## src/design/pit_ram.sv

```systemverilog
// Generic single-write, single-read RAM with a registered read port.
// No dependencies.
module pit_ram #(
  parameter int unsigned Width = 32,
  parameter int unsigned Depth = 64
) (
  input  logic                     clk_i,
  input  logic                     we_i,
  input  logic [$clog2(Depth)-1:0] waddr_i,
  input  logic [Width-1:0]         wdata_i,
  input  logic                     re_i,
  input  logic [$clog2(Depth)-1:0] raddr_i,
  output logic [Width-1:0]         rdata_o
);

  logic [Width-1:0] mem_q [Depth];
  logic [Width-1:0] rdata_q;

  always_ff @(posedge clk_i) begin
    if (we_i) begin
      mem_q[waddr_i] <= wdata_i;
    end
    if (re_i) begin
      rdata_q <= mem_q[raddr_i];
    end
  end

  assign rdata_o = rdata_q;

endmodule

```

## config.mk

```make
export PLATFORM = sky130hd
export DESIGN_NAME = pit_ram
export DESIGN_NICKNAME = d
export VERILOG_FILES = /design/src/design/pit_ram.sv
export SDC_FILE = /design/constraint.sdc
export NUM_CORES = 2
export LEC_CHECK = 0
export BUFFER_PORTS_ARGS = -buffer_cell sky130_fd_sc_hd__buf_4
export CAP_MARGIN = 20
export CORE_MARGIN = 2
export CORE_UTILIZATION = 35
export CTS_CLUSTER_SIZE = 24
export DETAILED_ROUTE_END_ITERATION = 16
export MAX_ROUTING_LAYER = met4
export PLACE_DENSITY_LB_ADDON = 0.12
export SLEW_MARGIN = 20
export SYNTH_ARGS = -nofsm -noshare
export SYNTH_HDL_FRONTEND = slang
export SYNTH_SLANG_ARGS = --single-unit
```

## constraint.sdc

```tcl
create_clock -name clk_i -period 9.86 [get_ports clk_i]
set_clock_uncertainty 0.1 [all_clocks]
set_input_delay 1.479 -clock clk_i [delete_from_list [all_inputs] [get_ports clk_i]]
set_output_delay 1.479 -clock clk_i [all_outputs]
set_load 0.1 [all_outputs]
```

==> impl_metrics.py <==
metrics = {
    "worst_setup_path": {
        "cp-start-kind": "primary input",
        "cp_num_buf_inv": 3,
        "worstPathCellList": "buf_8 -> buf_4 -> buf_4 -> mux4_2 -> mux4_2 -> o22ai_1 -> nor2_1",
        "crit_path_max_fanout": 71,
        "crit_cells": 7,
        "r2r_cells": 4,
        "arrival_ns": 5.24,
        "critical_path_class": "in2reg",
        "cp_slowest_cell": "buf_4",
        "end_kind": "flop",
        "crit_family": "buffers and inverters",
        "reg2reg_slack_ns": 7.21,
        "cp_data_required_time_ns": 10.30,
        "cpPeakStageDelay_ns": 0.62,
    },
    "floorplanning": {
        "core_um2": 224500,
        "rows": 174,
        "die_w_um": 478.6,
        "ios": 79,
        "die_y_um": 478.6,
        "die_area_um2": 229100,
        "start_util_pct": 35.12,
    },
    "grt": {
        "grt_pass1_vias": 38690,
        "grt_use_total_pct": 20.80,
        "grt.overflow.total": 0,
        "grt_max_degree": 92,
        "grt_pass1_wl_um": 319600,
        "grt_antenna_before_repair": 8,
    },
    "sta": {
        "setup_viol": 0,
        "max_clock_freq_mhz": 208.3,
        "fin_hold_ws_ns": 0.7452,
        "worstMarginPinSlew_ns": 1.105,
        "final.min_clock_period_ns": 4.800,
        "slew_viol_final": 0,
        "final.period_utilization_pct": 48.68,
        "slew_headroom_pct": 26.18,
        "final.setup.tns_ns": 0,
        "grt_setup_unrepaired": "no",
        "hold_viol_final": 0,
    },
    "placement": {
        "gp_congestion": 0.7874,
        "io_buffers": 78,
        "dpl.hpwl_um": 124700,
    },
    "power_and_ir_drop": {
        "p_sw_mw": 4.092,
        "p_sw_share_pct": 22.12,
        "p_leak_nw": 27.59,
        "seq_power_share_pct": 53.2,
        "internal-power_mw": 14.40,
        "clkPwrFrac_pct": 41.4,
        "ir_worst_vdd_v": 0.0001973,
        "p_comb_share_pct": 5.4,
        "power.density_nw_per_um2": 204.9,
    },
    "synthesis": {
        "ys.flop_type": "edfxtp_1",
        "syn_nets": 3371,
        "avgSynthCellArea_um2": 23.72,
        "synth_edf_count": 2080,
        "yosysWarnings": 0,
        "async_flop_share_pct": 0,
        "synth-seq-cells": 2080,
        "netlist_area_um2": 78840,
        "synth_cell_types": 33,
        "syn_inst": 3324,
        "seq_area_frac_synth_pct": 79.23,
    },
    "layout": {
        "area_growth_syn_to_layout_pct": 14.49,
        "layout_commonest_cell": "edfxtp_1",
        "nNetsFinal": 3585,
        "drive_above_1_share_pct": 29.45,
        "layout_common_cells": "edfxtp_1, mux4_2, clkbuf_16",
    },
    "clock_network": {
        "cts-root-buf": "clkbuf_16",
        "cts_setup_buffers": 0,
        "cts_tree": "built",
        "cts.sinks": 2080,
        "cts_resized": 0,
        "cts_hold_buffers": 0,
        "numCtsBuffers": 212,
        "clk_pin_slew_ns": 0.06,
        "insertion_delay_ns": 0.86,
        "h-tree-depth": 4,
        "clk_path_buf_depth": 3,
    },
    "routing": {
        "totalWireLength_um": 231500,
        "drt-wirelength-per-cell_um": 34.47,
        "drcViolationCount": 0,
        "drtIter0Drc": 3655,
        "antenna_left": 0,
        "vias": 37090,
        "first_pass_iters": 8,
        "vias_per_cell": 5.521,
    },
    "outcome": {
        "status": "finished, final reports clean",
    },
    "min_path": {
        "worst_hold_path_type": "reg2reg",
        "holdPathStages": 4,
    },
    "job": {
        "cap_violations": 0,
    },
}
Yosys cell counts, drive strengths merged, types with 7 or more instances:
cell    instances  area (um^2)
a21oi          62        310.3
a22oi          12        90.09
a311oi          8        70.07
buf           108        608.1
clkbuf         74        277.8
edfxtp       2080        62460
mux2i          93        930.9
mux4          544        12250
nand2          26        97.59
nand2b          8        50.05
nor2          137        514.2
nor2b          15        93.84
nor3            7        35.03
o221ai         27        236.5
o22ai          84        525.5
worst register-to-register path, delay by kind of cell, from the launching register on:
family | cells | cell delay, ns
mux | 2 | 1.00
compound gates | 1 | 0.58
simple gates | 1 | 0.28
flops | 1 | 0.37
path summary, 6_finish.rpt:
check                               end                    start
setup / recovery  rdata_o[13]$_DFFE_PP_               raddr_i[1]
hold / removal     rdata_o[4]$_DFFE_PP_   mem_q[13][4]$_DFFE_PP_
setup reg to reg  rdata_o[13]$_DFFE_PP_  mem_q[19][13]$_DFFE_PP_
hold reg to reg    rdata_o[4]$_DFFE_PP_   mem_q[13][4]$_DFFE_PP_
power groups by stage:
stage	logic [mW]	clock network, mW	registers, mW
global route	1.05	8.16	9.84
floorplan	0.476	0	10.1
finish	0.992	7.66	9.84
global placement	0.998	0	10.0
detailed placement	1.01	0	10.0
CTS	1.02	7.82	9.85
cell type report:
type,instances,area (um^2)
fillers,19470,134200
flip-flops and latches,2080,62460
clock buffers,258,5478
repair buffers,182,1479
clock inverters,136,1099
multi-input cells,1062,15980
diodes,8,20.02
well taps,2992,3744
cells by family after synthesis:
| family | synth area share (%) |
|---|---|
| simple gates | 1.260 |
| flops | 79.23 |
| buf+inv | 1.124 |
| compound gates | 1.666 |
| mux | 16.72 |
layer usage:
layer	track usage (%)	part of all wire, %
met1	27.43	42
met2	34.01	50
met3	3.145	5.3
met4	5.159	2.3
met5	-	0
per-stage QoR:
| step | util, % | std cells | setup slack [ns] | area (um^2) | power, mW |
|---|---|---|---|---|---|
| finish | 40.21 | 6718 | 5.060 | 90260 | 18.50 |
| global route | 40.21 | 6713 | 4.912 | 90250 | 19.05 |
| CTS | 40.19 | 6709 | 5.025 | 90210 | 18.68 |
| detailed placement | 37.26 | 6315 | 4.081 | 83630 | 11.05 |
| global placement | 37.26 | 6315 | 4.115 | 83630 | 11.03 |
| floorplan | - | 3324 | 5.121 | 78840 | 10.58 |
sequential cells by signal, summed over array words and instances (netlist names):
register / cells
rdata_o: 32
mem_q: 2048
Note: power is estimated with default switching activity, not from simulation.
